$ cat src/rtl/core/spq_pkg.sv
// ----------------------------------------------------------------------------
// spq_pkg
// Shared types, codes and helpers of the stable priority task queue.
// ----------------------------------------------------------------------------
package spq_pkg;

  localparam int MAX_ENTRIES = 16;
  localparam int PRIO_BITS   = 8;

  localparam int ID_W     = 4;
  localparam int CMD_W    = 3;
  localparam int IN_PRIO_W = 8;
  localparam int STAT_W   = 2;
  localparam int OCC_W    = 5;
  localparam int CNT_W    = $clog2(MAX_ENTRIES + 1);

  localparam int PRIO_EXT = (PRIO_BITS > IN_PRIO_W) ? PRIO_BITS : IN_PRIO_W;
  localparam int CNT_EXT  = (CNT_W > OCC_W) ? CNT_W : OCC_W;

  // commands
  localparam logic [CMD_W-1:0] CMD_INSERT = 3'd0;
  localparam logic [CMD_W-1:0] CMD_REMOVE = 3'd1;
  localparam logic [CMD_W-1:0] CMD_POP    = 3'd2;
  localparam logic [CMD_W-1:0] CMD_PEEK   = 3'd3;
  localparam logic [CMD_W-1:0] CMD_FLUSH  = 3'd4;

  // result status
  localparam logic [STAT_W-1:0] STAT_OK   = 2'd0;
  localparam logic [STAT_W-1:0] STAT_MISS = 2'd1;
  localparam logic [STAT_W-1:0] STAT_DUP  = 2'd2;

  // operations broadcast to the cells
  localparam logic [1:0] OP_HOLD   = 2'd0;
  localparam logic [1:0] OP_INSERT = 2'd1;
  localparam logic [1:0] OP_REMOVE = 2'd2;
  localparam logic [1:0] OP_SHIFT  = 2'd3;

  typedef logic [PRIO_BITS-1:0] prio_t;
  typedef logic [ID_W-1:0]      id_t;
  typedef logic [CNT_W-1:0]     cnt_t;

  typedef struct packed {
    logic  valid;
    id_t   id;
    prio_t prio;
  } slot_t;

  typedef struct packed {
    logic [1:0] op;
    id_t        id;
    prio_t      prio;
  } cell_ctl_t;

  function automatic prio_t to_prio(input logic [IN_PRIO_W-1:0] p);
    logic [PRIO_EXT-1:0] t;
    t = PRIO_EXT'(p);
    return t[PRIO_BITS-1:0];
  endfunction

  function automatic logic [IN_PRIO_W-1:0] from_prio(input prio_t p);
    logic [PRIO_EXT-1:0] t;
    t = PRIO_EXT'(p);
    return t[IN_PRIO_W-1:0];
  endfunction

  function automatic logic [OCC_W-1:0] to_occ(input cnt_t c);
    logic [CNT_EXT-1:0] t;
    t = CNT_EXT'(c);
    return t[OCC_W-1:0];
  endfunction

endpackage

$ cat src/rtl/core/spq_if.sv
// ----------------------------------------------------------------------------
// spq channel interfaces
// Valid/ready channels for command items and result items.
// ----------------------------------------------------------------------------
interface spq_in_if
  import spq_pkg::*;
();
  logic                 valid;
  logic                 ready;
  logic [CMD_W-1:0]     cmd;
  logic [ID_W-1:0]      task_id;
  logic [IN_PRIO_W-1:0] prio;

  modport source (output valid, cmd, task_id, prio, input ready);
  modport sink   (input valid, cmd, task_id, prio, output ready);
endinterface

interface spq_out_if
  import spq_pkg::*;
();
  logic                 valid;
  logic                 ready;
  logic [STAT_W-1:0]    status;
  logic [ID_W-1:0]      out_id;
  logic [IN_PRIO_W-1:0] out_prio;
  logic [OCC_W-1:0]     occupancy;
  logic                 last;

  modport source (output valid, status, out_id, out_prio, occupancy, last, input ready);
  modport sink   (input valid, status, out_id, out_prio, occupancy, last, output ready);
endinterface

$ cat src/rtl/core/spq_cell.sv
// ----------------------------------------------------------------------------
// spq_cell
// One queue slot: compares against the broadcast entry and takes its next
// value from itself, the broadcast entry or a neighbor.
// ----------------------------------------------------------------------------
module spq_cell
  import spq_pkg::*;
(
  input  logic      clk,
  input  logic      rst_n,
  input  cell_ctl_t ctl,
  input  slot_t     left,
  input  logic      ge_left,
  input  slot_t     right,
  input  logic      hit_in,
  output slot_t     slot,
  output logic      ge,
  output logic      hit_out
);

  logic  valid_r, valid_nxt;
  id_t   id_r, id_nxt;
  prio_t prio_r, prio_nxt;
  logic  match;

  assign ge      = valid_r && (prio_r >= ctl.prio);
  assign match   = valid_r && (id_r == ctl.id);
  assign hit_out = hit_in | match;

  assign slot.valid = valid_r;
  assign slot.id    = id_r;
  assign slot.prio  = prio_r;

  always_comb begin
    valid_nxt = valid_r;
    id_nxt    = id_r;
    prio_nxt  = prio_r;
    case (ctl.op)
      OP_INSERT: begin
        if (!ge) begin
          if (ge_left) begin
            // first slot behind all entries of equal or higher priority
            valid_nxt = 1'b1;
            id_nxt    = ctl.id;
            prio_nxt  = ctl.prio;
          end else begin
            valid_nxt = left.valid;
            id_nxt    = left.id;
            prio_nxt  = left.prio;
          end
        end
      end
      OP_REMOVE: begin
        if (hit_out) begin
          valid_nxt = right.valid;
          id_nxt    = right.id;
          prio_nxt  = right.prio;
        end
      end
      OP_SHIFT: begin
        valid_nxt = right.valid;
        id_nxt    = right.id;
        prio_nxt  = right.prio;
      end
      default: begin
        valid_nxt = valid_r;
      end
    endcase
  end

  always_ff @(posedge clk) begin
    if (!rst_n) begin
      valid_r <= 1'b0;
    end else begin
      valid_r <= valid_nxt;
    end
  end

  always_ff @(posedge clk) begin
    id_r   <= id_nxt;
    prio_r <= prio_nxt;
  end

endmodule

$ cat src/rtl/core/stable_priority_task_queue.sv
// ----------------------------------------------------------------------------
// stable_priority_task_queue
// Priority wait queue of task ids held in a row of compare-and-shift cells.
// ----------------------------------------------------------------------------
// Each command item is accepted in S_IDLE and then executed in S_EXEC, in
// which every cell compares against the command at once and, where the
// command moves entries, takes a value from a neighbor, so insert, remove,
// pop and peek all settle in S_EXEC. A flush goes from S_EXEC to S_FLUSH and
// drains one entry per cycle from the head cell while the output is free.
// The single output register sets the pace under back-pressure: the
// execute and drain cycles wait while a result is still not taken.
module stable_priority_task_queue
  import spq_pkg::*;
(
  input  logic      clk,
  input  logic      rst_n,
  spq_in_if.sink    in_if,
  spq_out_if.source out_if
);

  localparam logic [1:0] S_IDLE  = 2'd0;
  localparam logic [1:0] S_EXEC  = 2'd1;
  localparam logic [1:0] S_FLUSH = 2'd2;

  logic [1:0]       state_r, state_nxt;
  logic [CMD_W-1:0] cmd_r;
  id_t              id_r;
  prio_t            prio_r;
  cnt_t             count_r, count_nxt;

  logic                 out_valid_r, out_valid_nxt;
  logic [STAT_W-1:0]    status_r, status_nxt;
  id_t                  oid_r, oid_nxt;
  logic [IN_PRIO_W-1:0] oprio_r, oprio_nxt;
  logic [OCC_W-1:0]     occ_r, occ_nxt;
  logic                 last_r, last_nxt;

  cell_ctl_t ctl;
  logic [1:0] op;
  slot_t     slots [MAX_ENTRIES];
  logic      ge    [MAX_ENTRIES];
  logic      hit   [MAX_ENTRIES];
  logic [MAX_ENTRIES-1:0] valid_vec;

  logic in_fire, out_free, emit, any_hit, full;
  slot_t head;

  assign in_if.ready = (state_r == S_IDLE);
  assign in_fire     = in_if.valid && in_if.ready;
  assign out_free    = !out_valid_r || out_if.ready;

  assign ctl.op   = op;
  assign ctl.id   = id_r;
  assign ctl.prio = prio_r;

  genvar gi;
  generate
    for (gi = 0; gi < MAX_ENTRIES; gi++) begin : g_cell
      slot_t left_s, right_s;
      logic  ge_l, hit_l;
      if (gi == 0) begin : g_first
        assign left_s = '0;
        assign ge_l   = 1'b1;
        assign hit_l  = 1'b0;
      end else begin : g_mid
        assign left_s = slots[gi-1];
        assign ge_l   = ge[gi-1];
        assign hit_l  = hit[gi-1];
      end
      if (gi == MAX_ENTRIES - 1) begin : g_tail
        assign right_s = '0;
      end else begin : g_body
        assign right_s = slots[gi+1];
      end
      spq_cell u_cell (
        .clk     (clk),
        .rst_n   (rst_n),
        .ctl     (ctl),
        .left    (left_s),
        .ge_left (ge_l),
        .right   (right_s),
        .hit_in  (hit_l),
        .slot    (slots[gi]),
        .ge      (ge[gi]),
        .hit_out (hit[gi])
      );
      assign valid_vec[gi] = slots[gi].valid;
    end
  endgenerate

  assign head    = slots[0];
  assign any_hit = hit[MAX_ENTRIES-1];
  assign full    = (count_r == CNT_W'(MAX_ENTRIES));

  always_comb begin
    state_nxt  = state_r;
    count_nxt  = count_r;
    op         = OP_HOLD;
    emit       = 1'b0;
    status_nxt = STAT_MISS;
    oid_nxt    = '0;
    oprio_nxt  = '0;
    occ_nxt    = to_occ(count_r);
    last_nxt   = 1'b1;
    case (state_r)
      S_IDLE: begin
        if (in_fire) begin
          state_nxt = S_EXEC;
        end
      end
      S_EXEC: begin
        if (out_free) begin
          state_nxt = S_IDLE;
          emit      = 1'b1;
          case (cmd_r)
            CMD_INSERT: begin
              if (any_hit) begin
                status_nxt = STAT_DUP;
              end else if (!full) begin
                op         = OP_INSERT;
                status_nxt = STAT_OK;
                count_nxt  = count_r + CNT_W'(1);
                occ_nxt    = to_occ(count_nxt);
              end
            end
            CMD_REMOVE: begin
              if (any_hit) begin
                op         = OP_REMOVE;
                status_nxt = STAT_OK;
                count_nxt  = count_r - CNT_W'(1);
                occ_nxt    = to_occ(count_nxt);
              end
            end
            CMD_POP, CMD_PEEK: begin
              if (count_r != '0) begin
                status_nxt = STAT_OK;
                oid_nxt    = head.id;
                oprio_nxt  = from_prio(head.prio);
                if (cmd_r == CMD_POP) begin
                  op        = OP_SHIFT;
                  count_nxt = count_r - CNT_W'(1);
                  occ_nxt   = to_occ(count_nxt);
                end
              end
            end
            CMD_FLUSH: begin
              if (count_r != '0) begin
                // drain starts in S_FLUSH
                emit      = 1'b0;
                state_nxt = S_FLUSH;
              end
            end
            default: begin
              status_nxt = STAT_MISS;
            end
          endcase
        end
      end
      S_FLUSH: begin
        if (out_free) begin
          emit       = 1'b1;
          op         = OP_SHIFT;
          status_nxt = STAT_OK;
          oid_nxt    = head.id;
          oprio_nxt  = from_prio(head.prio);
          count_nxt  = count_r - CNT_W'(1);
          occ_nxt    = to_occ(count_nxt);
          last_nxt   = (count_r == CNT_W'(1));
          if (last_nxt) begin
            state_nxt = S_IDLE;
          end
        end
      end
      default: begin
        state_nxt = S_IDLE;
      end
    endcase
  end

  always_comb begin
    if (emit) begin
      out_valid_nxt = 1'b1;
    end else if (out_if.ready) begin
      out_valid_nxt = 1'b0;
    end else begin
      out_valid_nxt = out_valid_r;
    end
  end

  always_ff @(posedge clk) begin
    if (!rst_n) begin
      state_r     <= S_IDLE;
      count_r     <= '0;
      out_valid_r <= 1'b0;
    end else begin
      state_r     <= state_nxt;
      count_r     <= count_nxt;
      out_valid_r <= out_valid_nxt;
    end
  end

  always_ff @(posedge clk) begin
    if (in_fire) begin
      cmd_r  <= in_if.cmd;
      id_r   <= in_if.task_id;
      prio_r <= to_prio(in_if.prio);
    end
    if (emit) begin
      status_r <= status_nxt;
      oid_r    <= oid_nxt;
      oprio_r  <= oprio_nxt;
      occ_r    <= occ_nxt;
      last_r   <= last_nxt;
    end
  end

  assign out_if.valid     = out_valid_r;
  assign out_if.status    = status_r;
  assign out_if.out_id    = oid_r;
  assign out_if.out_prio  = oprio_r;
  assign out_if.occupancy = occ_r;
  assign out_if.last      = last_r;

  // occupied cells always form a prefix of the row, as many as the count
  a_count_matches: assert property (@(posedge clk) disable iff (!rst_n)
    $countones(valid_vec) == 32'(count_r))
    else $error("cell valid bits disagree with entry count");

  a_valid_prefix: assert property (@(posedge clk) disable iff (!rst_n)
    (valid_vec & (valid_vec + MAX_ENTRIES'(1))) == '0)
    else $error("occupied cells are not a prefix");

  a_flush_empties: assert property (@(posedge clk) disable iff (!rst_n)
    (state_r == S_FLUSH && emit && last_nxt) |=> (count_r == '0))
    else $error("queue not empty after final flush item");

  a_no_accept_busy: assert property (@(posedge clk) disable iff (!rst_n)
    (state_r != S_IDLE) |-> (op == OP_HOLD || !in_if.ready))
    else $error("cells changed while a new item could enter");

  generate
    for (gi = 1; gi < MAX_ENTRIES; gi++) begin : g_sorted
      a_sorted: assert property (@(posedge clk) disable iff (!rst_n)
        (slots[gi].valid) |-> (slots[gi-1].prio >= slots[gi].prio))
        else $error("queue order broken");
    end
  endgenerate

endmodule
$ cat src/flat_wrapper.sv
// flat-port wrapper written by rule: the top's interface ports become plain ports
module stable_priority_task_queue_flat import spq_pkg::*;
  (clk, rst_n, in_if_valid, in_if_cmd, in_if_task_id, in_if_prio, in_if_ready, out_if_valid, out_if_status, out_if_out_id, out_if_out_prio, out_if_occupancy, out_if_last, out_if_ready);
  spq_in_if in_if_i ();
  spq_out_if out_if_i ();
  input  logic clk;
  input  logic rst_n;
  input wire logic [$bits(in_if_i.valid)-1:0] in_if_valid;
  input wire logic [$bits(in_if_i.cmd)-1:0] in_if_cmd;
  input wire logic [$bits(in_if_i.task_id)-1:0] in_if_task_id;
  input wire logic [$bits(in_if_i.prio)-1:0] in_if_prio;
  output wire logic [$bits(in_if_i.ready)-1:0] in_if_ready;
  output wire logic [$bits(out_if_i.valid)-1:0] out_if_valid;
  output wire logic [$bits(out_if_i.status)-1:0] out_if_status;
  output wire logic [$bits(out_if_i.out_id)-1:0] out_if_out_id;
  output wire logic [$bits(out_if_i.out_prio)-1:0] out_if_out_prio;
  output wire logic [$bits(out_if_i.occupancy)-1:0] out_if_occupancy;
  output wire logic [$bits(out_if_i.last)-1:0] out_if_last;
  input wire logic [$bits(out_if_i.ready)-1:0] out_if_ready;
  assign in_if_i.valid = in_if_valid;
  assign in_if_i.cmd = in_if_cmd;
  assign in_if_i.task_id = in_if_task_id;
  assign in_if_i.prio = in_if_prio;
  assign in_if_ready = in_if_i.ready;
  assign out_if_valid = out_if_i.valid;
  assign out_if_status = out_if_i.status;
  assign out_if_out_id = out_if_i.out_id;
  assign out_if_out_prio = out_if_i.out_prio;
  assign out_if_occupancy = out_if_i.occupancy;
  assign out_if_last = out_if_i.last;
  assign out_if_i.ready = out_if_ready;
  stable_priority_task_queue u_core (.clk(clk), .rst_n(rst_n), .in_if(in_if_i), .out_if(out_if_i));
endmodule
$ cat config.mk
export PLATFORM = sky130hd
export DESIGN_NAME = stable_priority_task_queue_flat
export DESIGN_NICKNAME = d
export VERILOG_FILES = /design/src/rtl/core/spq_pkg.sv /design/src/rtl/core/spq_if.sv /design/src/rtl/core/spq_cell.sv /design/src/rtl/core/stable_priority_task_queue.sv /design/src/flat_wrapper.sv
export SDC_FILE = /design/constraint.sdc
export NUM_CORES = 1
export LEC_CHECK = 0
export ABC_AREA = 1
export BUFFER_PORTS_ARGS = -buffer_cell sky130_fd_sc_hd__buf_4
export CAP_MARGIN = 20
export CORE_ASPECT_RATIO = 1.5
export CORE_MARGIN = 2
export CORE_UTILIZATION = 50
export DETAILED_ROUTE_END_ITERATION = 8
export GPL_TIMING_DRIVEN = 0
export PLACE_DENSITY_LB_ADDON = 0.15
export SLEW_MARGIN = 0
export SYNTH_ARGS = -nofsm -noshare
export SYNTH_HDL_FRONTEND = slang
export SYNTH_SLANG_ARGS = --single-unit
$ cat constraint.sdc
create_clock -name clk -period 3 [get_ports clk]
set_input_delay 0.6 -clock clk [delete_from_list [all_inputs] [get_ports clk]]
set_output_delay 0.6 -clock clk [all_outputs]
set_load 0.02 [all_outputs]
==> run metrics, run 1 <==
Area Growth Syn to Fin 22.5%; Req. time, crit path 3.33 ns; largest cells by area after synthesis edfxtp_1, ha_1, nand2_1; Int Power 10,100 uW; worst slew pin tran 1.05 ns; DRT Pass-1 Iters 6; Final Instance Count excl. Fillers 2,664; Die ar. 34,600 um2; DRT Wirelength 60,800 um; gr ovfl total 0; via/cell ratio 6.13; CTS Hold Bufs 0; # diodes 0; vias in the first global route 15,600; violations in the final reports setup timing; WL per Instance 22.8 um; Total GRT Usage 0.335; max-slew headroom at the worst pin 0.299; post-synthesis average cell area 8.05 um2; crit-path max FO 6; pwr dens 842 nW/um2; cell taking the most area after synthesis edfxtp_1; Hold Crit Class input pin to flop; Clk Latency, worst-skew pair 0.56 ns; port bufs 39; Post-Syn Nets 2,209; global-route wire length before repair 89,400 um; antenna violations before repair 0; clock skew 0.0143 ns; Synth top area share 0.412; final hold violation count 0; yosys warns 0; die height 227 um; final antenna-violating net count 0; CORE AREA 32,600 um2; # placed instances 2,513; status complete, but fails checks; Final Worst Setup Slack -0.289 ns; unrepaired setup endpoints after global routing true; CP Capture Type flop; # setup viols final 371; TritonCTS clock tree yes; crit share post-route 1.10; Layout Nets 2,380; P_sw 6990 uW; MaxCap Viol Count 0; HPWL Detailed 42,000 um; cts bufs inserted 28; Mapped Area 16,600 um2; sw frac 0.409; Clk pwr share 0.220; row count 81; Final Wtd Congestion 0.954; power share of the sequential group 0.332; placed cell areas 17,400 um2; DRC 0; Crit Path Class flop to flop; register area share after synthesis 0.441; Die Width 153 um; IO Pins 41; Logic pwr share 0.448; worst vdd ir 0.463 mV; f_max 304 MHz; Root Driver clkbuf_16; H-Tree Depth 1; CP arrival 3.62 ns; Non-Filler Cell Area, Final 20,300 um2; reg2reg setup slack -0.29 ns; synth unique cells 38; pin count of the biggest net entering global routing 20; proportion of layout cells with a drive suffix above 1 0.167; # clock sinks 251; clk buf depth 3; critical path startpoint category flop; cell count after synthesis 2,056; DR vias 16,300; Slew Limit Fails 0; clk slew on worst S/H paths 0.06 ns; initial DRC count 1,852; flops & latches, synth 251; Starting Density 0.507; Tmin final 3.29 ns; static leakage 0.00833 uW
area by class of cell:
class | count | area (um2)
Fill cell | 2835 | 12300
Multi-Input combinational cell | 1501 | 8340
Sequential cell | 251 | 7300
Timing Repair Buffer | 141 | 1530
Inverter | 199 | 835
Clock buffer | 37 | 786
Buffer | 105 | 783
Tap cell | 415 | 519
Clock inverter | 15 | 200
worst paths after layout:
check                         start                            endpoint  cells past startpoint
hold reg to reg   u_core.state_r[0]                   u_core.state_r[0]                      2
setup reg to reg     u_core.id_r[0]  u_core.g_cell[10].u_cell.prio_r[6]                     22
hold / removal        in_if_prio[5]                    u_core.prio_r[5]                      1
setup / recovery     u_core.id_r[0]  u_core.g_cell[10].u_cell.prio_r[6]                     22
repair_timing:
item,in CTS,in global routing
setup endpoints to repair,408,407
pin swaps,15,27
setup buffers,73,19
cloned,1,6
resized for setup,120,156
cells in the mapped netlist:
cell type,instances
a211oi_1,2
a21boi_0,2
a21boi_1,1
a21oi_1,126
a221oi_1,1
a22oi_1,2
a31oi_1,3
and3_1,3
buf_1,1
buf_2,38
buf_4,4
buf_6,8
clkbuf_1,54
clkinv_1,1
dfxtp_1,24
edfxtp_1,227
ha_1,134
inv_1,193
inv_2,5
nand2_1,403
nand2_2,1
nand3_1,38
nand3_2,3
nand4_1,32
nor2_1,238
nor2_2,3
nor2_4,1
nor3_1,8
nor4_1,2
o2111ai_1,12
o211ai_1,11
o21a_1,5
o21ai_0,247
o21ai_1,191
o21ai_2,6
o22ai_1,9
xnor2_1,7
xor2_1,10
power groups by stage:
stage | logic [uW] | registers (uW) | clock network (uW)
after floorplan | 3970 | 5550 | 0
after global placement | 5820 | 5710 | 0
after detailed placement | 6060 | 5700 | 0
after CTS | 6940 | 5620 | 3770
after global routing | 8310 | 5720 | 3920
final | 7650 | 5670 | 3760
routing by layer:
layer | vias to the layer above | track usage | wire length, um
li1 | 7444 | - | -
met1 | 7738 | 0.396 | 22200
met5 | - | 0 | 0
met2 | 911 | 0.566 | 29100
met3 | 247 | 0.0461 | 4960
met4 | 0 | 0.228 | 4560
worst max-delay path, stage by stage, from the launching register on:
cell and delay (ns):
edfxtp_1 0.57, inv_4 0.09, buf_12 0.16, buf_8 0.13, nand2_1 0.05, nand3_1 0.08
nor2_1 0.17, nand2_1 0.08, nand2_1 0.07, nor2_2 0.05, nand4_1 0.14, nor2_2 0.06
nand3_1 0.07, nand2_1 0.07, nand2_2 0.10, nand2_4 0.09, buf_4 0.16, buf_4 0.13
nor2_4 0.20, nand2_1 0.12, nand2_2 0.13, clkinvlp_4 0.15, clkbuf_16 0.19
cell families (layout without fill, tap and decap cells):
family | count (synthesis) | after routing | share of synthesized area
adders and majority gates | 134 | 134 | 0.101
and+or+nand+nor | 732 | 732 | 0.177
buffers and inverters | 304 | 497 | 0.0763
AOI/OAI and AO/OA | 618 | 618 | 0.195
xor gates and xnor gates | 17 | 17 | 0.00899
DFF | 251 | 251 | 0.441
placed cells by master, fill, tap and decap left out, types with 19 or more instances in the layout:
master and instances:
nand2_1 365, nor2_1 234, edfxtp_1 227, o21ai_0 220
o21ai_1 203, inv_1 164, ha_1 134, a21oi_1 124
buf_4 110, clkbuf_1 41, clkbuf_16 35, nand2_2 32
nand4_1 32, nand3_1 31, buf_12 30, buf_6 25
dfxtp_1 23, clkinvlp_4 22, buf_2 19, o21ai_2 19
flip-flops by register name (all words and copies together), names as in the netlist, 2 cells and up:
| register | flops |
|---|---|
| u_core.out_if.out_id | 4 |
| u_core.count_r | 5 |
| u_core.id_r | 4 |
| u_core.g_cell.u_cell.prio_r | 128 |
| u_core.out_if.out_prio | 8 |
| u_core.state_r | 2 |
| u_core.g_cell.u_cell.valid_r | 16 |
| u_core.cmd_r | 3 |
| u_core.out_if.status | 2 |
| u_core.prio_r | 8 |
| u_core.out_if.occupancy | 5 |
| u_core.g_cell.u_cell.id_r | 64 |
per-stage QoR:
stage	setup TNS, ns	hold WS [ns]	setup slack (ns)	utilization	total power (uW)
floorplan	0	0.465	0.00990	-	9520
global placement	-282.84	0.495	-1.24	0.532	11500
detailed placement	-266.35	0.530	-0.913	0.534	11800
CTS	-7.12	0.198	-0.0602	0.601	16300
global route	-75.49	0.203	-0.350	0.622	18000
finish	-37.44	0.209	-0.289	0.622	17100
No activity file was read; power rests on OpenSTA's default activity.
==> run 2: changes to the inputs <==
--- a/config.mk
+++ b/config.mk
@@ -10,7 +10,8 @@
 export CAP_MARGIN = 20
 export CORE_ASPECT_RATIO = 1.5
 export CORE_MARGIN = 2
-export CORE_UTILIZATION = 50
+export CORE_UTILIZATION = 30
+export CTS_CLUSTER_SIZE = 16
 export DETAILED_ROUTE_END_ITERATION = 8
 export GPL_TIMING_DRIVEN = 0
 export PLACE_DENSITY_LB_ADDON = 0.15
==> constraint.sdc (replaced) <==
create_clock -name clk -period 3 [get_ports clk]
set_input_delay 0.6 -clock clk [delete_from_list [all_inputs] [get_ports clk]]
set_output_delay 0.6 -clock clk [all_outputs]
set_load 0.05 [all_outputs]
==> run 2 against run 1 <==
The run still ends with setup timing left. Clock-buffer cell count fell by 7. Combinational power is 0.8% higher. Via count down 4.4%. Non-clock buffer count is 12 lower. Sequential cell count stayed put. Core utilization shrank 25 points. Routed wire length increased by 7.2%. Clock power increased by 2%. Sequential share of layout area fell by 0.33 points. Total power rose by 0.66%. Global-route usage decreased by 11 points.
==> run metrics, run 2 (synthesis gave the netlist of run 1 again) <==
crit path buf inv count 6; CORE AREA 54,700 um2; # diodes 0; worst vdd ir 0.414 mV; initial DRC count 1,196; CP delay by family, top simple AND/OR/NAND/NOR gates; violations in the final reports setup timing; # placed instances 2,794; Sequential cell area 7300 um2; CP Cell Sequence buf_8 -> buf_12 -> o21ai_1 -> nor2_1 -> nand2_1 -> nand3_2 -> nor2_4 -> nand3_2 -> nor2_4 -> nand2_4 -> nand2_4 -> nand2_2 -> nand2_1 -> nand2_1 -> nand2_2 -> buf_8 -> buf_8 -> nand4_1 -> nand2_2 -> clkinvlp_4 -> buf_12; unrepaired setup endpoints after global routing true; Area Growth Syn to Fin 23.6%; worst slew pin tran 1.19 ns; antenna violations before repair 0; clock skew 0.0134 ns; CP arrival 3.55 ns; Req. time, crit path 3.35 ns; final hold violation count 0; f_max 313 MHz; static leakage 0.00824 uW; DR vias 15,600; crit share post-route 1.07; final antenna-violating net count 0; commonest non-fill, non-tap cells in the layout nand2_1, nor2_1, edfxtp_1, o21ai_0, o21ai_1; die height 292 um; DRT Pass-1 Iters 7; IO Pins 41; row count 105; clk slew on worst S/H paths 0.07 ns; Hold Crit Class input pin to flop; Starting Density 0.303; Tmin final 3.20 ns; via/cell ratio 5.33; pin count of the biggest net entering global routing 20; clk buf depth 3; Crit Path Class flop to flop; TritonCTS clock tree yes; Crit path depth 21; FILL cells 5,608; gr ovfl total 0; Slew Limit Fails 0; pwr dens 840 nW/um2; CTS Hold Bufs 0; vias in the first global route 15,700; pre-CTS WS -1.19 ns; crit-path max FO 12; DRT Wirelength 65,200 um; max reg flops 128; global-route wire length before repair 97,000 um; proportion of layout cells with a drive suffix above 1 0.154; Final Wtd Congestion 0.866; Final Worst Setup Slack -0.199 ns; most common cell after layout, fill and taps aside nand2_1; status complete, but fails checks; worst hold path depth 1; Final Power 17,200 uW; Die Width 196 um; MaxCap Viol Count 0; Top reg by flops u_core.g_cell.u_cell.prio_r; Root Driver clkbuf_16; CP Capture Type flop; biggest regs u_core.g_cell.u_cell.prio_r (128), u_core.g_cell.u_cell.id_r (64), u_core.g_cell.u_cell.valid_r (16); # setup viols final 390; max-slew headroom at the worst pin 0.206; cell count of the worst reg-to-reg path 21; # clock sinks 251; Clk Latency, worst-skew pair 0.59 ns; critical path startpoint category flop; CP max stage cell edfxtp_1; multi-input combinational cell area 8240 um2; DRC 0; Layout Nets 2,368; Die ar. 57,100 um2; cts bufs inserted 28; H-Tree Depth 1; Final Instance Count excl. Fillers 2,932; WL per Instance 22.2 um; port bufs 39; Total GRT Usage 0.226; CP max stage delay 0.50 ns; HPWL Detailed 47,400 um
## run 2: cell types whose count changed in the layout (fill, tap and decap cells not counted), moves of 5 or more
cell	change
buf_2	-10
buf_6	-6
nand3_1	+5
nand2_2	-9
clkbuf_1	-5
clkbuf_16	-5
clkinvlp_4	+5
nand2_1	+12
## run 2: layer usage
layer	global-route usage	share of wire	vias to the layer above
met2	0.412	0.51	539
met1	0.261	0.39	7497
met5	0	0	-
met4	0.109	0.053	0
met3	0.0256	0.047	162
li1	-	-	7416
## run 2: stage by stage
step | hold slack, ns | setup TNS, ns | util | area (um2)
after floorplan | 0.465 | 0 | - | 16600
final | 0.186 | -48.75 | 0.375 | 20500
after CTS | 0.172 | -55.48 | 0.369 | 20200
after detailed placement | 0.519 | -362.76 | 0.326 | 17800
after global routing | 0.179 | -107.10 | 0.375 | 20500
after global placement | 0.500 | -393.26 | 0.324 | 17700
## run 2: timing repair
item / 4_1_cts / 5_1_grt
endpoints found under the setup margin: 411 / 411
cloned: 4 / 0
pin swaps: 22 / 21
buffers inserted: 71 / 12
resized for setup: 167 / 90
## run 2: cell type report
class	count	share of cell area
multi-input cells	1501	0.402
flip-flops and latches	251	0.356
repair buffers	130	0.0685
well taps	695	0.0425
inverters	199	0.0413
plain buffers	104	0.0408
clock buffers	30	0.0356
clock inverters	22	0.0124
## run 2: power by group
group	switching (uW)	total (uW)	internal, uW
registers	649	5660	5010
logic	4990	7710	2720
clock network	1630	3830	2200
## run 2: worst paths after layout
| check | from | endpoint | slack (ns) |
|---|---|---|---|
| worst max-delay path | u_core.id_r[3] | u_core.g_cell[12].u_cell.prio_r[1] | -0.20 |
| worst min-delay path | in_if_cmd[1] | u_core.cmd_r[1] | 0.19 |
| worst max register to register | u_core.id_r[3] | u_core.g_cell[12].u_cell.prio_r[1] | -0.20 |
| worst min register to register | u_core.state_r[0] | u_core.state_r[0] | 0.54 |
